<file path="config.mk">
export PLATFORM = sky130hd
export DESIGN_NAME = dht_single_wire_receiver_flat
export DESIGN_NICKNAME = d
export VERILOG_FILES = /design/src/hw/rtl/dsr_pkg.sv /design/src/hw/rtl/dsr_channels.sv /design/src/hw/rtl/dht_single_wire_receiver.sv /design/src/hw/rtl/dsr_cfg_regs.sv /design/src/hw/rtl/dsr_frame_fsm.sv /design/src/flat_wrapper.sv
export VERILOG_INCLUDE_DIRS = /design/src /design/src/hw/rtl
export SDC_FILE = /design/constraint.sdc
export NUM_CORES = 1
export LEC_CHECK = 0
export CAP_MARGIN = 0
export CORE_MARGIN = 3
export CORE_UTILIZATION = 45
export DETAILED_ROUTE_END_ITERATION = 8
export DONT_BUFFER_PORTS = 1
export HOLD_SLACK_MARGIN = 0.15
export PLACE_DENSITY = 0.68
export SLEW_MARGIN = 40
export SYNTH_ARGS = -nofsm -noshare
export SYNTH_HDL_FRONTEND = slang
export SYNTH_HIERARCHICAL = 1
export SYNTH_SLANG_ARGS = --single-unit
export TNS_END_PERCENT = 1
</file>
<file path="constraint.sdc">
create_clock -name i_clk -period 4.05 [get_ports i_clk]
set_input_delay 0.2025 -clock i_clk [delete_from_list [all_inputs] [get_ports i_clk]]
set_output_delay 0.2025 -clock i_clk [all_outputs]
set_load 0.01 [all_outputs]
</file>
<file path="src/hw/rtl/dht_single_wire_receiver_defines.svh">
// assertion macros shared by the single-wire receiver rtl
// expects i_clk and the active-low i_rst_n in the including module
`ifndef DHT_SINGLE_WIRE_RECEIVER_DEFINES_SVH
`define DHT_SINGLE_WIRE_RECEIVER_DEFINES_SVH

// same-cycle implication, checked out of reset
`define DSR_ASSERT_NOW(label, ante, cons, msg) \
    label: assert property (@(posedge i_clk) disable iff (!i_rst_n) (ante) |-> (cons)) \
        else $error(msg);

// next-cycle implication, checked out of reset
`define DSR_ASSERT_NEXT(label, ante, cons, msg) \
    label: assert property (@(posedge i_clk) disable iff (!i_rst_n) (ante) |=> (cons)) \
        else $error(msg);

`endif

</file>
<file path="src/hw/rtl/dsr_pkg.sv">
// types and constants for the single-wire sensor receiver
// no dependencies; used by every other rtl file but the assertion header
`default_nettype none

package dsr_pkg;

    // frame layout
    localparam int FRAME_BYTES = 5;
    localparam int FRAME_BITS  = FRAME_BYTES * 8;
    localparam int BITS_W      = $clog2(FRAME_BITS + 1);
    localparam int CFG_W       = 16;

    // register reset values
    localparam logic [CFG_W-1:0] START_LOW_RESET = 16'd18000;
    localparam logic [CFG_W-1:0] TIMEOUT_RESET   = 16'd255;
    localparam logic [CFG_W-1:0] ONE_THR_RESET   = 16'd40;

    // register indexes
    typedef enum logic [1:0] {
        REG_START_LOW = 2'd0,
        REG_TIMEOUT   = 2'd1,
        REG_ONE_THR   = 2'd2
    } t_reg_idx;

    // status codes
    typedef enum logic [1:0] {
        ST_OK      = 2'd0,
        ST_CSUM    = 2'd1,
        ST_TIMEOUT = 2'd2
    } t_status;

    // protocol phases
    typedef enum logic [2:0] {
        PH_IDLE      = 3'd0,
        PH_START     = 3'd1,
        PH_RESP_LOW  = 3'd2,
        PH_RESP_HIGH = 3'd3,
        PH_RESP_END  = 3'd4,
        PH_BIT_LOW   = 3'd5,
        PH_BIT_HIGH  = 3'd6
    } t_phase;

    typedef struct packed {
        logic start_request;
        logic line_level;
    } t_in_beat;

    typedef struct packed {
        logic        drive_low;
        logic        busy_res;
        logic        frame_done;
        logic [1:0]  status;
        logic [15:0] humidity;
        logic [15:0] temperature;
    } t_out_beat;

    typedef struct packed {
        logic [1:0]       index;
        logic [CFG_W-1:0] data;
    } t_cfg_beat;

    // live register values
    typedef struct packed {
        logic [CFG_W-1:0] start_low_ticks;
        logic [CFG_W-1:0] timeout_ticks;
        logic [CFG_W-1:0] one_threshold_ticks;
    } t_cfg;

endpackage

`default_nettype wire

</file>
<file path="src/hw/rtl/dsr_channels.sv">
// valid/ready channel interfaces for sample, result and register beats
// depends on dsr_pkg
`default_nettype none

interface dsr_in_if ();
    import dsr_pkg::*;
    logic     valid;
    logic     ready;
    t_in_beat beat;
    modport source (output valid, output beat, input ready);
    modport sink   (input valid, input beat, output ready);
endinterface

interface dsr_out_if ();
    import dsr_pkg::*;
    logic      valid;
    logic      ready;
    t_out_beat beat;
    modport source (output valid, output beat, input ready);
    modport sink   (input valid, input beat, output ready);
endinterface

interface dsr_cfg_if ();
    import dsr_pkg::*;
    logic      valid;
    logic      ready;
    t_cfg_beat beat;
    modport source (output valid, output beat, input ready);
    modport sink   (input valid, input beat, output ready);
endinterface

`default_nettype wire

</file>
<file path="src/hw/rtl/dht_single_wire_receiver.sv">
// top level of the single-wire humidity sensor host receiver
// depends on dsr_pkg, dsr_channels, dsr_cfg_regs, dsr_frame_fsm, assertion header
//
// channel  | dir | payload                                          | role
// i_in     | in  | start_request, line_level                        | one wire sample per tick
// o_out    | out | drive_low, busy_res, frame_done, status, hum/temp | one result per sample
// i_cfg    | in  | index, data                                      | register writes, always ready
//
// one sample per cycle while results drain; a result is valid the cycle after its sample beat
// the sequencer state and the result register are the only stages
// a stalled result holds the register; a new sample is taken in the cycle it drains
// reset is synchronous and active low; registers return to their default timings
`default_nettype none
`include "dht_single_wire_receiver_defines.svh"

module dht_single_wire_receiver #(
    parameter int COUNTER_WIDTH = 16
) (
    input  wire logic i_clk,
    input  wire logic i_rst_n,
    dsr_in_if.sink    i_in,
    dsr_out_if.source o_out,
    dsr_cfg_if.sink   i_cfg
);
    import dsr_pkg::*;

    t_cfg      cfg;
    t_out_beat res;
    logic      step;
    logic      r_out_valid, n_out_valid;
    t_out_beat r_out;

    // register writes never stall
    assign i_cfg.ready = 1'b1;

    dsr_cfg_regs u_cfg (
        .i_clk  (i_clk),
        .i_rst_n(i_rst_n),
        .i_wr   (i_cfg.valid),
        .i_beat (i_cfg.beat),
        .o_cfg  (cfg)
    );

    // a sample is taken when the result slot is free or draining
    assign i_in.ready = !r_out_valid || o_out.ready;
    assign step       = i_in.valid && i_in.ready;

    dsr_frame_fsm #(
        .COUNTER_WIDTH(COUNTER_WIDTH)
    ) u_fsm (
        .i_clk  (i_clk),
        .i_rst_n(i_rst_n),
        .i_step (step),
        .i_beat (i_in.beat),
        .i_cfg  (cfg),
        .o_res  (res)
    );

    // result register
    always_comb begin
        if (step) begin
            n_out_valid = 1'b1;
        end else if (o_out.ready) begin
            n_out_valid = 1'b0;
        end else begin
            n_out_valid = r_out_valid;
        end
    end

    always_ff @(posedge i_clk) begin
        if (!i_rst_n) begin
            r_out_valid <= 1'b0;
        end else begin
            r_out_valid <= n_out_valid;
        end
    end

    always_ff @(posedge i_clk) begin
        if (step) begin
            r_out <= res;
        end
    end

    assign o_out.valid = r_out_valid;
    assign o_out.beat  = r_out;

    // checks
    `DSR_ASSERT_NEXT(a_sample_gives_result, step, r_out_valid, "sample beat without result")
    `DSR_ASSERT_NOW(a_no_overwrite, r_out_valid && !o_out.ready, !i_in.ready, "result slot overrun")
    `DSR_ASSERT_NOW(a_status_needs_done, r_out_valid && r_out.status != ST_OK, r_out.frame_done, "status without frame end")

endmodule

`default_nettype wire

</file>
<file path="src/hw/rtl/dsr_cfg_regs.sv">
// configuration registers: start low time, timeout, one threshold
// depends on dsr_pkg
`default_nettype none

module dsr_cfg_regs (
    input  wire logic          i_clk,
    input  wire logic          i_rst_n,
    input  wire logic          i_wr,
    input  dsr_pkg::t_cfg_beat i_beat,
    output dsr_pkg::t_cfg      o_cfg
);
    import dsr_pkg::*;

    t_cfg r_cfg;
    t_cfg n_cfg;

    // index decode, unknown indexes are dropped
    always_comb begin
        n_cfg = r_cfg;
        if (i_wr) begin
            unique case (i_beat.index)
                REG_START_LOW: n_cfg.start_low_ticks     = i_beat.data;
                REG_TIMEOUT:   n_cfg.timeout_ticks       = i_beat.data;
                REG_ONE_THR:   n_cfg.one_threshold_ticks = i_beat.data;
                default:       n_cfg = r_cfg;
            endcase
        end
    end

    always_ff @(posedge i_clk) begin
        if (!i_rst_n) begin
            r_cfg.start_low_ticks     <= START_LOW_RESET;
            r_cfg.timeout_ticks       <= TIMEOUT_RESET;
            r_cfg.one_threshold_ticks <= ONE_THR_RESET;
        end else begin
            r_cfg <= n_cfg;
        end
    end

    assign o_cfg = r_cfg;

endmodule

`default_nettype wire

</file>
<file path="src/hw/rtl/dsr_frame_fsm.sv">
// protocol sequencer: start pulse, response waits, bit timing, frame check
// depends on dsr_pkg and the assertion header
`default_nettype none
`include "dht_single_wire_receiver_defines.svh"

module dsr_frame_fsm #(
    parameter int COUNTER_WIDTH = 16
) (
    input  wire logic          i_clk,
    input  wire logic          i_rst_n,
    input  wire logic          i_step,
    input  dsr_pkg::t_in_beat  i_beat,
    input  dsr_pkg::t_cfg      i_cfg,
    output dsr_pkg::t_out_beat o_res
);
    import dsr_pkg::*;

    localparam int CMP_W = (COUNTER_WIDTH > CFG_W) ? COUNTER_WIDTH : CFG_W;

    t_phase                  r_phase, n_phase;
    logic [COUNTER_WIDTH-1:0] r_count, n_count;
    logic [BITS_W-1:0]       r_bits, n_bits;
    logic [FRAME_BITS-1:0]   r_shift, n_shift;

    logic [COUNTER_WIDTH-1:0] count_inc;
    logic [BITS_W-1:0]       bits_inc;
    logic [FRAME_BITS-1:0]   shift_in;
    logic                    wait_fail;
    logic                    timeout_hit;
    logic                    start_over;
    logic                    bit_val;
    logic                    last_bit;
    logic [7:0]              csum;
    logic                    line;
    logic                    done_step;

    assign line = i_beat.line_level;

    // saturating tick counter and the compares against the registers
    assign count_inc   = (r_count == '1) ? r_count : r_count + 1'b1;
    assign timeout_hit = CMP_W'(count_inc) >= CMP_W'(i_cfg.timeout_ticks);
    assign start_over  = CMP_W'(count_inc) >= CMP_W'(i_cfg.start_low_ticks);
    assign bit_val     = CMP_W'(r_count) >= CMP_W'(i_cfg.one_threshold_ticks);

    // bit assembly, msb first
    assign bits_inc = r_bits + 1'b1;
    assign last_bit = bits_inc >= BITS_W'(FRAME_BITS);
    assign shift_in = {r_shift[FRAME_BITS-2:0], bit_val};
    assign csum     = shift_in[39:32] + shift_in[31:24] + shift_in[23:16] + shift_in[15:8];

    // awaited level not seen this tick
    always_comb begin
        case (r_phase) inside
            PH_RESP_LOW, PH_RESP_END: wait_fail = line;
            PH_RESP_HIGH, PH_BIT_LOW: wait_fail = !line;
            PH_BIT_HIGH:              wait_fail = line;
            default:                  wait_fail = 1'b0;
        endcase
    end

    // next state
    always_comb begin
        n_phase = r_phase;
        n_count = r_count;
        n_bits  = r_bits;
        n_shift = r_shift;
        unique case (r_phase)
            PH_IDLE: begin
                if (i_beat.start_request) begin
                    n_phase = PH_START;
                    n_count = '0;
                    n_bits  = '0;
                    n_shift = '0;
                end
            end
            PH_START: begin
                if (start_over) begin
                    n_phase = PH_RESP_LOW;
                    n_count = '0;
                end else begin
                    n_count = count_inc;
                end
            end
            PH_RESP_LOW: begin
                if (!line) begin
                    n_phase = PH_RESP_HIGH;
                    n_count = '0;
                end
            end
            PH_RESP_HIGH: begin
                if (line) begin
                    n_phase = PH_RESP_END;
                    n_count = '0;
                end
            end
            PH_RESP_END: begin
                if (!line) begin
                    n_phase = PH_BIT_LOW;
                    n_count = '0;
                end
            end
            PH_BIT_LOW: begin
                if (line) begin
                    n_phase = PH_BIT_HIGH;
                    n_count = COUNTER_WIDTH'(1);
                end
            end
            PH_BIT_HIGH: begin
                if (!line) begin
                    n_shift = shift_in;
                    n_bits  = bits_inc;
                    n_phase = last_bit ? PH_IDLE : PH_BIT_LOW;
                    n_count = '0;
                end
            end
            default: begin
                n_phase = PH_IDLE;
                n_count = '0;
            end
        endcase
        // any wait phase that overstays ends the frame
        if (wait_fail) begin
            if (timeout_hit) begin
                n_phase = PH_IDLE;
                n_count = '0;
            end else begin
                n_count = count_inc;
            end
        end
    end

    // result fields
    always_comb begin
        o_res = '0;
        o_res.busy_res = (n_phase != PH_IDLE);
        unique case (r_phase)
            PH_IDLE:  o_res.drive_low = i_beat.start_request;
            PH_START: o_res.drive_low = !start_over;
            PH_BIT_HIGH: begin
                if (!line && last_bit) begin
                    o_res.frame_done  = 1'b1;
                    o_res.humidity    = shift_in[39:24];
                    o_res.temperature = shift_in[23:8];
                    o_res.status      = (csum == shift_in[7:0]) ? ST_OK : ST_CSUM;
                end
            end
            default: o_res.drive_low = 1'b0;
        endcase
        if (wait_fail && timeout_hit) begin
            o_res.frame_done  = 1'b1;
            o_res.status      = ST_TIMEOUT;
            o_res.humidity    = '0;
            o_res.temperature = '0;
        end
    end

    always_ff @(posedge i_clk) begin
        if (!i_rst_n) begin
            r_phase <= PH_IDLE;
            r_count <= '0;
            r_bits  <= '0;
            r_shift <= '0;
        end else if (i_step) begin
            r_phase <= n_phase;
            r_count <= n_count;
            r_bits  <= n_bits;
            r_shift <= n_shift;
        end
    end

    // checks
    assign done_step = i_step && o_res.frame_done;

    `DSR_ASSERT_NOW(a_drive_only_start, o_res.drive_low, r_phase <= PH_START, "stray drive")
    `DSR_ASSERT_NEXT(a_done_goes_idle, done_step, r_phase == PH_IDLE, "not idle after frame end")
    `DSR_ASSERT_NOW(a_bits_bounded, 1'b1, r_bits <= BITS_W'(FRAME_BITS), "bit count overrun")

endmodule

`default_nettype wire
</file>
<file path="src/flat_wrapper.sv">
// flat-port wrapper written by rule: the top's interface ports become plain ports
module dht_single_wire_receiver_flat import dsr_pkg::*;
#(
    parameter int COUNTER_WIDTH = 16
)
  (i_clk, i_rst_n, i_in_valid, i_in_beat, i_in_ready, o_out_valid, o_out_beat, o_out_ready, i_cfg_valid, i_cfg_beat, i_cfg_ready);
  dsr_in_if i_in_i ();
  dsr_out_if o_out_i ();
  dsr_cfg_if i_cfg_i ();
  input  wire logic i_clk;
  input  wire logic i_rst_n;
  input wire logic [$bits(i_in_i.valid)-1:0] i_in_valid;
  input wire logic [$bits(i_in_i.beat)-1:0] i_in_beat;
  output wire logic [$bits(i_in_i.ready)-1:0] i_in_ready;
  output wire logic [$bits(o_out_i.valid)-1:0] o_out_valid;
  output wire logic [$bits(o_out_i.beat)-1:0] o_out_beat;
  input wire logic [$bits(o_out_i.ready)-1:0] o_out_ready;
  input wire logic [$bits(i_cfg_i.valid)-1:0] i_cfg_valid;
  input wire logic [$bits(i_cfg_i.beat)-1:0] i_cfg_beat;
  output wire logic [$bits(i_cfg_i.ready)-1:0] i_cfg_ready;
  assign i_in_i.valid = i_in_valid;
  assign i_in_i.beat = i_in_beat;
  assign i_in_ready = i_in_i.ready;
  assign o_out_valid = o_out_i.valid;
  assign o_out_beat = o_out_i.beat;
  assign o_out_i.ready = o_out_ready;
  assign i_cfg_i.valid = i_cfg_valid;
  assign i_cfg_i.beat = i_cfg_beat;
  assign i_cfg_ready = i_cfg_i.ready;
  dht_single_wire_receiver #(.COUNTER_WIDTH(COUNTER_WIDTH)) u_core (.i_clk(i_clk), .i_rst_n(i_rst_n), .i_in(i_in_i), .o_out(o_out_i), .i_cfg(i_cfg_i));
endmodule
</file>
==> results of run 1 <==
-- repair_timing --
item / CTS / global route
buffers inserted: 0 / 2
hold buffers: 27 / 0
setup endpoints to repair: 0 / 1
gates resized for setup: 0 / 1
endpoints found under the hold margin: 113 / 0
-- worst paths after layout --
check / startpoint / endpoint / slack [ns]
max reg2reg: u_core/u_fsm/r_count[1] / u_core/o_out.beat[35] / 0.24
min: i_rst_n / u_core/u_fsm/r_phase[1] / 0.17
min reg2reg: u_core/u_cfg/o_cfg[29] / u_core/u_cfg/o_cfg[29] / 0.46
max: u_core/u_fsm/r_count[1] / u_core/o_out.beat[35] / 0.24
-- layer usage --
| layer | up-vias | wire [µm] | global-route usage, % | part of all wire, % |
|---|---|---|---|---|
| met2 | 136 | 8420 | 29.9 | 47 |
| li1 | 2952 | - | - | - |
| met3 | 21 | 660 | 4.38 | 3.7 |
| met1 | 2845 | 8460 | 25.3 | 47 |
| met5 | - | 0 | 0 | 0 |
| met4 | 0 | 322 | 5.71 | 1.8 |
-- cell type report --
type / count / area share [%]
Tap cell: 225 / 3.04
Timing Repair Buffer: 41 / 4.38
Sequential cell: 150 / 36.5
Inverter: 58 / 2.35
Clock buffer: 17 / 4.60
Multi-Input combinational cell: 573 / 47.2
Clock inverter: 15 / 1.99
-- cell usage after synthesis (5+ instances only) --
cell type / n
dfxtp_1: 113
nand2_1: 89
ha_1: 58
inv_1: 58
nor2b_1: 54
mux2i_1: 41
a22oi_1: 39
edfxtp_1: 37
and3_1: 36
clkbuf_1: 33
nand3_1: 23
nor2_1: 21
xnor2_1: 18
a21oi_1: 16
o21ai_1: 15
fa_1: 14
o21ai_0: 11
xor2_1: 11
a21o_1: 9
a21boi_1: 8
o211ai_1: 8
nand4_1: 6
nor3_1: 6
a31oi_1: 5
and2_1: 5
buf_2: 5
buf_6: 5
nand2b_1: 5
nand4b_1: 5
o21a_1: 5
-- through the flow --
step           cells  total power (µW)  util [%]
2_1_floorplan    829              1770         -
6_report        1079              3390      52.7
3_5_place_dp    1018              1790      47.5
5_1_grt         1079              3510      52.7
3_3_place_gp    1017              1790      47.4
4_1_cts         1077              3420      52.6
-- power by group --
group / total [µW] / switching, µW / internal [µW]
Clock: 1590 / 749 / 838
Sequential: 1600 / 31.8 / 1570
Combinational: 199 / 117 / 82.1
Total: 3390 / 897 / 2490
-- cell families (layout without fill, tap and decap cells) --
group	after synthesis	in the layout	share of synthesized area, %
fa+ha+maj	72	72	12.3
simple gates	274	274	18.3
flops	150	150	41.2
buf+inv	106	131	5.78
other cells	1	1	0.0458
mux	45	45	5.57
compound gates	152	152	13.6
xor+xnor	29	29	3.11
-- tightest hold or removal path, cell delays in order --
cell and delay (ns):
nand2_1 0.04, a31oi_1 0.06, a32o_1 0.25
-- state kept, by name, indices dropped and copies added (netlist names) --
name,cells
u_core/u_cfg/o_cfg,48
u_core/u_fsm/r_shift,39
u_core/u_fsm/r_phase,3
u_core/u_fsm/r_bits,6
u_core/o_out.beat,37
u_core/o_out.valid,1
u_core/u_fsm/r_count,16
==> out/results.txt, run 1 <==
# fillers - 1593
Min Hold Slack - 0.174 ns
Post-synth EDFFs - 37
max cap viols - 0
total gr overflow - 0
Syn Inst Count - 829
antenna violations before repair - 0
Slew Limit Headroom - 50.0%
Ports - 65
Core Region - 17500 µm²
cell count along the critical path - 14
fraction of registers with async set/reset - 0%
Buf+Inv Stages, Crit Path - 2
area after detailed placement - 8330 µm²
Final Cycle Share - 94.1%
Chip Width - 141 µm
Avg Inst Size Synth - 9.87 µm²
prevailing post-synth register cell - dfxtp_1
max-slew violation count - 0
#FFs+latches synth - 150
CP Launch Type - register
syn_nets - 926
Yosys top cell area share - 27.7%
WHS Path Cells - 3
Worst path most repeated cell - ha_1
row count - 48
Mapped Area - 8180 µm²
Hold Crit Class - primary input to register
CP top delay family - compound AO/OA/AOI/OAI gates
Setup Skew - 0.0146 ns
Initial Util - 46.6%
fin crit period - 3.81 ns
initial DRC count - 405
GRT Overall Usage - 18.7%
largest net degree at the start of global routing - 136
clock buffer depth - 2
Slew @ Worst Pin - 0.749 ns
hpwl dp - 12.2 mm
CP endpoint kind - register
fin nets - 938
die footprint - 19800 µm²
fin worst setup slack - 0.241 ns
post-place setup slack - 0.152 ns
CTS tree - yes
CTS buffer count - 17
final antenna-violating net count - 0
first-pass GRT wire length - 30.0 mm
Final Cell Area - 9250 µm²
Critical Path, Cell by Cell - ha_1, nand2_2, or3_1, nor3_4, buf_4, xnor2_1, inv_1, ha_1, nand2b_1, a2111oi_0, or4_4, a31oi_4, a311o_1, o31a_1
H-tree levels - 4
sequential area share after synthesis - 41.2%
cell taking the most area after synthesis - dfxtp_1
FMAX - 263 MHz
layout cell share with drive strength beyond 1 - 8.31%
DRT Wirelength - 17.9 mm
Hold Fails Final Rpt - 0
Pwr Density - 367 nW/µm²
I/O Buffers - 0
footprint of the multi-input gates - 4360 µm²
Die Y - 141 µm
Worst Path Required - 4.22 ns
Synth warnings - 6
worst r2r path cells - 14
CP Class - register to register
Worst-path clk slew - 0.07 ns
worst vdd ir - 0.000332 V
DRC Markers - 0
Setup violations, final - 0
# diodes - 0
post-DR wirelength/cell - 16.6 µm
Pre-antenna DRT Iters - 4
Synth cell types - 76
register area - 3370 µm²
vias per cell - 5.52
CP max-delay cell - a2111oi_0
CTS sink count - 150
most common cell after layout, fill and taps aside - dfxtp_1
gpl congestion - 0.867
leakage - 0.00396 µW
CP max FO - 7
vias post-DR - 5954
most frequent cells in the layout - dfxtp_1 (113), nand2_1 (89), inv_1 (58), ha_1 (58), nor2b_1 (54)
root cell of the clock tree - clkbuf_16
RSZ-0062 raised after global routing - no
ranking of synthesized cells by area - dfxtp_1 (28%), edfxtp_1 (14%), ha_1 (8.9%), mux2i_1 (5.0%), nor2b_1 (4.1%)
status - finished, final reports clean
Syn-to-layout area delta - 13.1%
Critical Path AT - 3.98 ns
clk_lat worst skew - 0.43 ns
Worst path max stage delay - 0.46 ns
vias in the first global route - 5821
setup TNS after final layout - 0 ns
(Power assumes the default switching activity.)
==> run 2, diff against run 1 <==
REMOVE_ABC_BUFFERS = 1   (was unset)
==> out/results.txt, run 2 (synthesized netlist as in run 1, its figures left out) <==
status - finished, final reports clean (unchanged)
initial DRC count - 449 (was 405)
Hold Crit Endpoint - u_core/u_fsm/r_phase[0] (was u_core/u_fsm/r_phase[1])
first-pass GRT wire length - 30.0 mm (about the same)
Critical Path, Cell by Cell - and4_1, nand3_2, o311ai_1, xnor2_1, ha_1, nand4_1, or4_4, a31oi_4, o21bai_2, a211o_1, o31a_1 (was ha_1, nand2_2, or3_1, nor3_4, buf_4, xnor2_1, inv_1, ha_1, nand2b_1, a2111oi_0, or4_4, a31oi_4, a311o_1, o31a_1)
CP max FO - 7 (unchanged)
DRC Markers - 0 (unchanged)
CP Launch Type - register (unchanged)
FMAX - 260 MHz (was 263 MHz)
die footprint - 19800 µm² (unchanged)
DRT Wirelength - 18.3 mm (was 17.9 mm)
Initial Util - 46.6% (unchanged)
register area - 3370 µm² (about the same)
vias in the first global route - 5710 (was 5821)
area after detailed placement - 8300 µm² (was 8330 µm²)
largest net degree at the start of global routing - 135 (was 136)
Ports - 65 (unchanged)
CP top delay family - simple AND/OR/NAND/NOR gates (was compound AO/OA/AOI/OAI gates)
Worst path max stage delay - 0.59 ns (was 0.46 ns)
setup TNS after final layout - 0 ns (unchanged)
Chip Width - 141 µm (unchanged)
worst r2r path cells - 11 (was 14)
clock buffer depth - 2 (unchanged)
Pwr Density - 369 nW/µm² (was 367 nW/µm²)
RSZ-0062 raised after global routing - no (unchanged)
layout cell share with drive strength beyond 1 - 8.23% (was 8.31%)
I/O Buffers - 0 (unchanged)
Hold Startpoint - i_rst_n (unchanged)
WHS Path Cells - 3 (unchanged)
Final Cell Area - 9260 µm² (was 9250 µm²)
CTS tree - yes (unchanged)
fin nets - 935 (was 938)
footprint of the multi-input gates - 4390 µm² (was 4360 µm²)
fin crit period - 3.85 ns (was 3.81 ns)
Min Hold Slack - 0.183 ns (was 0.174 ns)
Slew Limit Headroom - 43.4% (was 50.0%)
CP endpoint kind - register (unchanged)
GRT Overall Usage - 18.7% (about the same)
Final Cycle Share - 95.1% (was 94.1%)
max-slew violation count - 0 (unchanged)
Slew @ Worst Pin - 0.849 ns (was 0.749 ns)
CTS sink count - 150 (unchanged)
R2R Path Start - u_core/u_fsm/r_count[8] (was u_core/u_fsm/r_count[1])
leakage - 0.00395 µW (was 0.00396 µW)
total gr overflow - 0 (unchanged)
CP max-delay cell - or4_4 (was a2111oi_0)
antenna violations before repair - 0 (unchanged)
vias post-DR - 5993 (was 5954)
# fillers - 1581 (was 1593)
Pre-antenna DRT Iters - 7 (was 4)
most frequent cells in the layout - dfxtp_1 (112), nand2_1 (89), inv_1 (58), ha_1 (58), nor2b_1 (54) (was dfxtp_1 (113), nand2_1 (89), inv_1 (58), ha_1 (58), nor2b_1 (54))
Critical Path AT - 4.03 ns (was 3.98 ns)
Worst R2R Setup Slack - 0.20 ns (was 0.24 ns)
H-tree levels - 4 (unchanged)
CP Class - register to register (unchanged)
placed instance count - 1015 (was 1018)
hpwl dp - 12.0 mm (was 12.2 mm)
Worst Path Required - 4.23 ns (was 4.22 ns)
Syn-to-layout area delta - 13.2% (was 13.1%)
fin util - 52.8% (was 52.7%)
clk_lat worst skew - 0.43 ns (about the same)
vias per cell - 5.57 (was 5.52)
Hold Crit Class - primary input to register (unchanged)
root cell of the clock tree - clkbuf_16 (unchanged)
gpl congestion - 0.827 (was 0.867)
Hold Fails Final Rpt - 0 (unchanged)
Buf+Inv Stages, Crit Path - 0 (was 2)
fin cells - 1076 (was 1079)
Largest register FFs - 48 (unchanged)
post-DR wirelength/cell - 17.0 µm (was 16.6 µm)
Core Region - 17500 µm² (unchanged)
crit path from - u_core/u_fsm/r_count[8] (was u_core/u_fsm/r_count[1])
max cap viols - 0 (unchanged)
Setup violations, final - 0 (unchanged)
final antenna-violating net count - 0 (unchanged)
most common cell after layout, fill and taps aside - dfxtp_1 (unchanged)
# diodes - 0 (unchanged)
row count - 48 (unchanged)
worst vdd ir - 0.000313 V (was 0.000332 V)
CTS buffer count - 17 (unchanged)
Die Y - 141 µm (unchanged)
Worst-path clk slew - 0.07 ns (about the same)
r2r endpoint - u_core/o_out.beat[35] (unchanged)
Setup Skew - 0.0103 ns (was 0.0146 ns)
run 2: tightest hold or removal path: cells and delay by family:
kind | cells | cell delay [ns]
AOI/OAI and AO/OA | 2 | 0.31
and+or+nand+nor | 1 | 0.04
run 2: metal layers:
| metal | vias to the layer above | routed length, µm | track usage (%) |
|---|---|---|---|
| met5 | - | 0 | 0 |
| met4 | 0 | 263 | 5.86 |
| met3 | 24 | 703 | 3.56 |
| met2 | 112 | 8600 | 30.1 |
| met1 | 2912 | 8760 | 25.5 |
| li1 | 2945 | - | - |
run 2: final cells by class:
class / count / share of cell area, %
multi-input combinational: 573 / 47.4
tap: 225 / 3.04
sequential: 150 / 36.4
clock buffer: 17 / 4.59
timing repair buffer: 38 / 4.20
inverter: 58 / 2.35
clock inverter: 15 / 1.93
run 2: what timing repair did:
| action | 4_1_cts | 5_1_grt |
|---|---|---|
| gates resized for setup | 2 | 5 |
| cloned | 0 | 0 |
| setup buffers | 0 | 1 |
| endpoints found under the setup margin | 17 | 21 |
| pin swaps | 0 | 1 |
| endpoints found under the hold margin | 113 | 0 |
| hold buffers | 28 | 0 |
run 2: how the worst max path moves through the flow:
stage                          endpoint  slack [ns]  cells after the start
2_1_floorplan     u_core/o_out.beat[35]        0.43                     13
3_3_place_gp   u_core/u_fsm/r_count[14]        0.01                     14
3_5_place_dp   u_core/u_fsm/r_count[14]       -0.08                     14
4_1_cts           u_core/o_out.beat[35]        0.05                     13
5_1_grt           u_core/o_out.beat[35]       0.004                     14
6_report          u_core/o_out.beat[35]        0.20                     11
run 2: report_power, final:
group	total, µW	switching, µW	internal [µW]
clock network	1610	729	885
logic	199	117	81.8
registers	1610	33.9	1570
run 2: through the flow:
stage                     setup WS, ns  total power, µW
final                            0.200             3420
after global routing           0.00422             3530
after CTS                       0.0502             3440
after detailed placement       -0.0784             1790
after global placement          0.0133             1790
after floorplan                  0.430             1740
==> run 3, diff against run 2 <==
CORE_UTILIZATION = 40   (was 45)
PLACE_DENSITY = 0.62   (was 0.68)
==> out/results.txt, run 3 (synthesized netlist as in run 1, its figures left out) <==
CP Launch Type - register (unchanged)
Hold Crit Endpoint - u_core/u_fsm/r_phase[1] (was u_core/u_fsm/r_phase[0])
Hold Fails Final Rpt - 0 (unchanged)
post-place setup slack - 0.132 ns (was -0.0784 ns)
R2R Path Start - u_core/u_fsm/r_count[0] (was u_core/u_fsm/r_count[8])
most frequent cells in the layout - dfxtp_1 (113), nand2_1 (89), inv_1 (58), ha_1 (58), nor2b_1 (54) (was dfxtp_1 (112), nand2_1 (89), inv_1 (58), ha_1 (58), nor2b_1 (54))
clk_lat worst skew - 0.43 ns (about the same)
most common cell after layout, fill and taps aside - dfxtp_1 (unchanged)
Ports - 65 (unchanged)
vias in the first global route - 5772 (was 5710)
Chip Width - 149 µm (was 141 µm)
Final Cycle Share - 94.8% (was 95.1%)
Core Region - 19800 µm² (was 17500 µm²)
Initial Util - 41.3% (was 46.6%)
Net Sw Frac - 25.6% (was 25.7%)
Largest register FFs - 48 (unchanged)
RSZ-0062 raised after global routing - no (unchanged)
CTS sink count - 150 (unchanged)
Die Y - 149 µm (was 141 µm)
Hold Crit Class - primary input to register (unchanged)
Int Pwr - 2550 µW (was 2540 µW)
combinational fraction of design power - 5.9% (was 5.8%)
Setup Skew - 0.00736 ns (was 0.0103 ns)
die footprint - 22200 µm² (was 19800 µm²)
FMAX - 260 MHz (about the same)
hpwl dp - 12.6 mm (was 12.0 mm)
status - finished, final reports clean (unchanged)
CP endpoint kind - register (unchanged)
WHS Path Cells - 3 (unchanged)
vias post-DR - 5899 (was 5993)
clock buffer depth - 2 (unchanged)
final antenna-violating net count - 0 (unchanged)
net switching power - 877 µW (was 880 µW)
vias per cell - 5.26 (was 5.57)
CP max FO - 8 (was 7)
CTS buffer count - 17 (unchanged)
# fillers - 1856 (was 1581)
Slew @ Worst Pin - 0.794 ns (was 0.849 ns)
Worst Path Required - 4.23 ns (about the same)
first-pass GRT wire length - 30.1 mm (was 30.0 mm)
leakage - 0.00397 µW (was 0.00395 µW)
antenna violations before repair - 0 (unchanged)
row count - 51 (was 48)
Worst R2R Setup Slack - 0.21 ns (was 0.20 ns)
total gr overflow - 0 (unchanged)
fin nets - 941 (was 935)
fin crit period - 3.84 ns (was 3.85 ns)
post-DR wirelength/cell - 16.3 µm (was 17.0 µm)
DRT Wirelength - 18.2 mm (was 18.3 mm)
Worst-path clk slew - 0.06 ns (was 0.07 ns)
Syn-to-layout area delta - 14.3% (was 13.2%)
# diodes - 0 (unchanged)
fin worst setup slack - 0.209 ns (was 0.200 ns)
worst r2r path cells - 14 (was 11)
setup TNS after final layout - 0 ns (unchanged)
Seq pwr share - 46.9% (was 47.0%)
r2r endpoint - u_core/o_out.beat[35] (unchanged)
I/O Buffers - 0 (unchanged)
gpl congestion - 0.806 (was 0.827)
Critical Path AT - 4.02 ns (was 4.03 ns)
layout cell share with drive strength beyond 1 - 8.63% (was 8.23%)
initial DRC count - 464 (was 449)
max-slew violation count - 0 (unchanged)
worst vdd ir - 0.000284 V (was 0.000313 V)
CTS tree - yes (unchanged)
largest net degree at the start of global routing - 136 (was 135)
DRC Markers - 0 (unchanged)
CP Class - register to register (unchanged)
root cell of the clock tree - clkbuf_16 (unchanged)
Slew Limit Headroom - 47.1% (was 43.4%)
Hold Startpoint - i_rst_n (unchanged)
Pre-antenna DRT Iters - 5 (was 7)
Setup violations, final - 0 (unchanged)
clock power share - 47.2% (about the same)
GRT Overall Usage - 17.0% (was 18.7%)
max cap viols - 0 (unchanged)
H-tree levels - 4 (unchanged)
Pwr Density - 366 nW/µm² (was 369 nW/µm²)
## run 3: cell types whose count changed in the layout (fill, tap and decap cells not counted), sizes merged
| cell | previous run | this run |
|---|---|---|
| dlygate4sd3 | 27 | 28 |
| buf | 11 | 16 |
| clkinv | 3 | 5 |
| inv | 66 | 65 |
| clkinvlp | 3 | 2 |
## run 3: metrics by stage
step | power, µW | instance area, µm² | hold slack [ns] | util [%] | cells
6_report | 3420 | 9350 | 0.179 | 47.2 | 1122
4_1_cts | 3460 | 9300 | 0.154 | 47.0 | 1121
5_1_grt | 3550 | 9350 | 0.185 | 47.2 | 1122
3_3_place_gp | 1790 | 8370 | 0.309 | 42.3 | 1059
2_1_floorplan | 1740 | 7920 | 0.291 | - | 781
3_5_place_dp | 1800 | 8380 | 0.309 | 42.4 | 1060
## run 3: timing repair
action                                  CTS  global route
gates resized for setup                   0             4
endpoints found under the hold margin   114             0
endpoints found under the setup margin    0            13
buffers inserted                          0             1
hold buffers                             29             0
## run 3: layout make-up
| type | count | area (µm²) | area share [%] |
|---|---|---|---|
| flip-flops and latches | 150 | 3370 | 36.1 |
| well taps | 265 | 332 | 3.55 |
| repair buffers | 44 | 433 | 4.63 |
| clock buffers | 17 | 425 | 4.55 |
| multi-input cells | 573 | 4380 | 46.8 |
| clock inverters | 15 | 188 | 2.01 |
| inverters | 58 | 218 | 2.33 |
## run 3: how the worst max path moves through the flow
stage                             from               endpoint  slack (ns)  cells past startpoint
5_1_grt        u_core/u_fsm/r_count[0]  u_core/o_out.beat[35]        0.02                     14
3_3_place_gp   u_core/u_fsm/r_count[0]  u_core/o_out.beat[35]        0.18                     13
2_1_floorplan  u_core/u_fsm/r_count[0]  u_core/o_out.beat[35]        0.43                     13
4_1_cts        u_core/u_fsm/r_count[0]  u_core/o_out.beat[35]        0.11                     13
3_5_place_dp   u_core/u_fsm/r_count[0]  u_core/o_out.beat[35]        0.13                     13
6_report       u_core/u_fsm/r_count[0]  u_core/o_out.beat[35]        0.21                     14
## run 3: routing by layer
layer	vias to the layer above	share of wire, %	global-route usage, %
li1	2962	-	-
met1	2815	51	24.1
met2	98	44	26.0
met3	24	3.1	3.52
met4	0	1.5	5.54
met5	-	0	0
## run 3: critical path, stage by stage (launching register included)
cell and delay [ns]:
dfxtp_1 0.42, ha_1 0.22, nand2_2 0.13, or3_1 0.42
nor3_4 0.21, buf_12 0.15, nor4b_1 0.06, xor2_1 0.17
ha_1 0.33, nand4_1 0.10, or4_4 0.53, a31oi_4 0.23
o21bai_2 0.09, a211o_1 0.25, o31a_1 0.29
## run 3: power by group through the flow
stage | logic [µW] | clock network [µW] | registers, µW
2_1_floorplan | 112 | 0 | 1630
3_3_place_gp | 152 | 0 | 1640
3_5_place_dp | 155 | 0 | 1640
4_1_cts | 200 | 1660 | 1610
5_1_grt | 223 | 1710 | 1610
6_report | 202 | 1610 | 1610
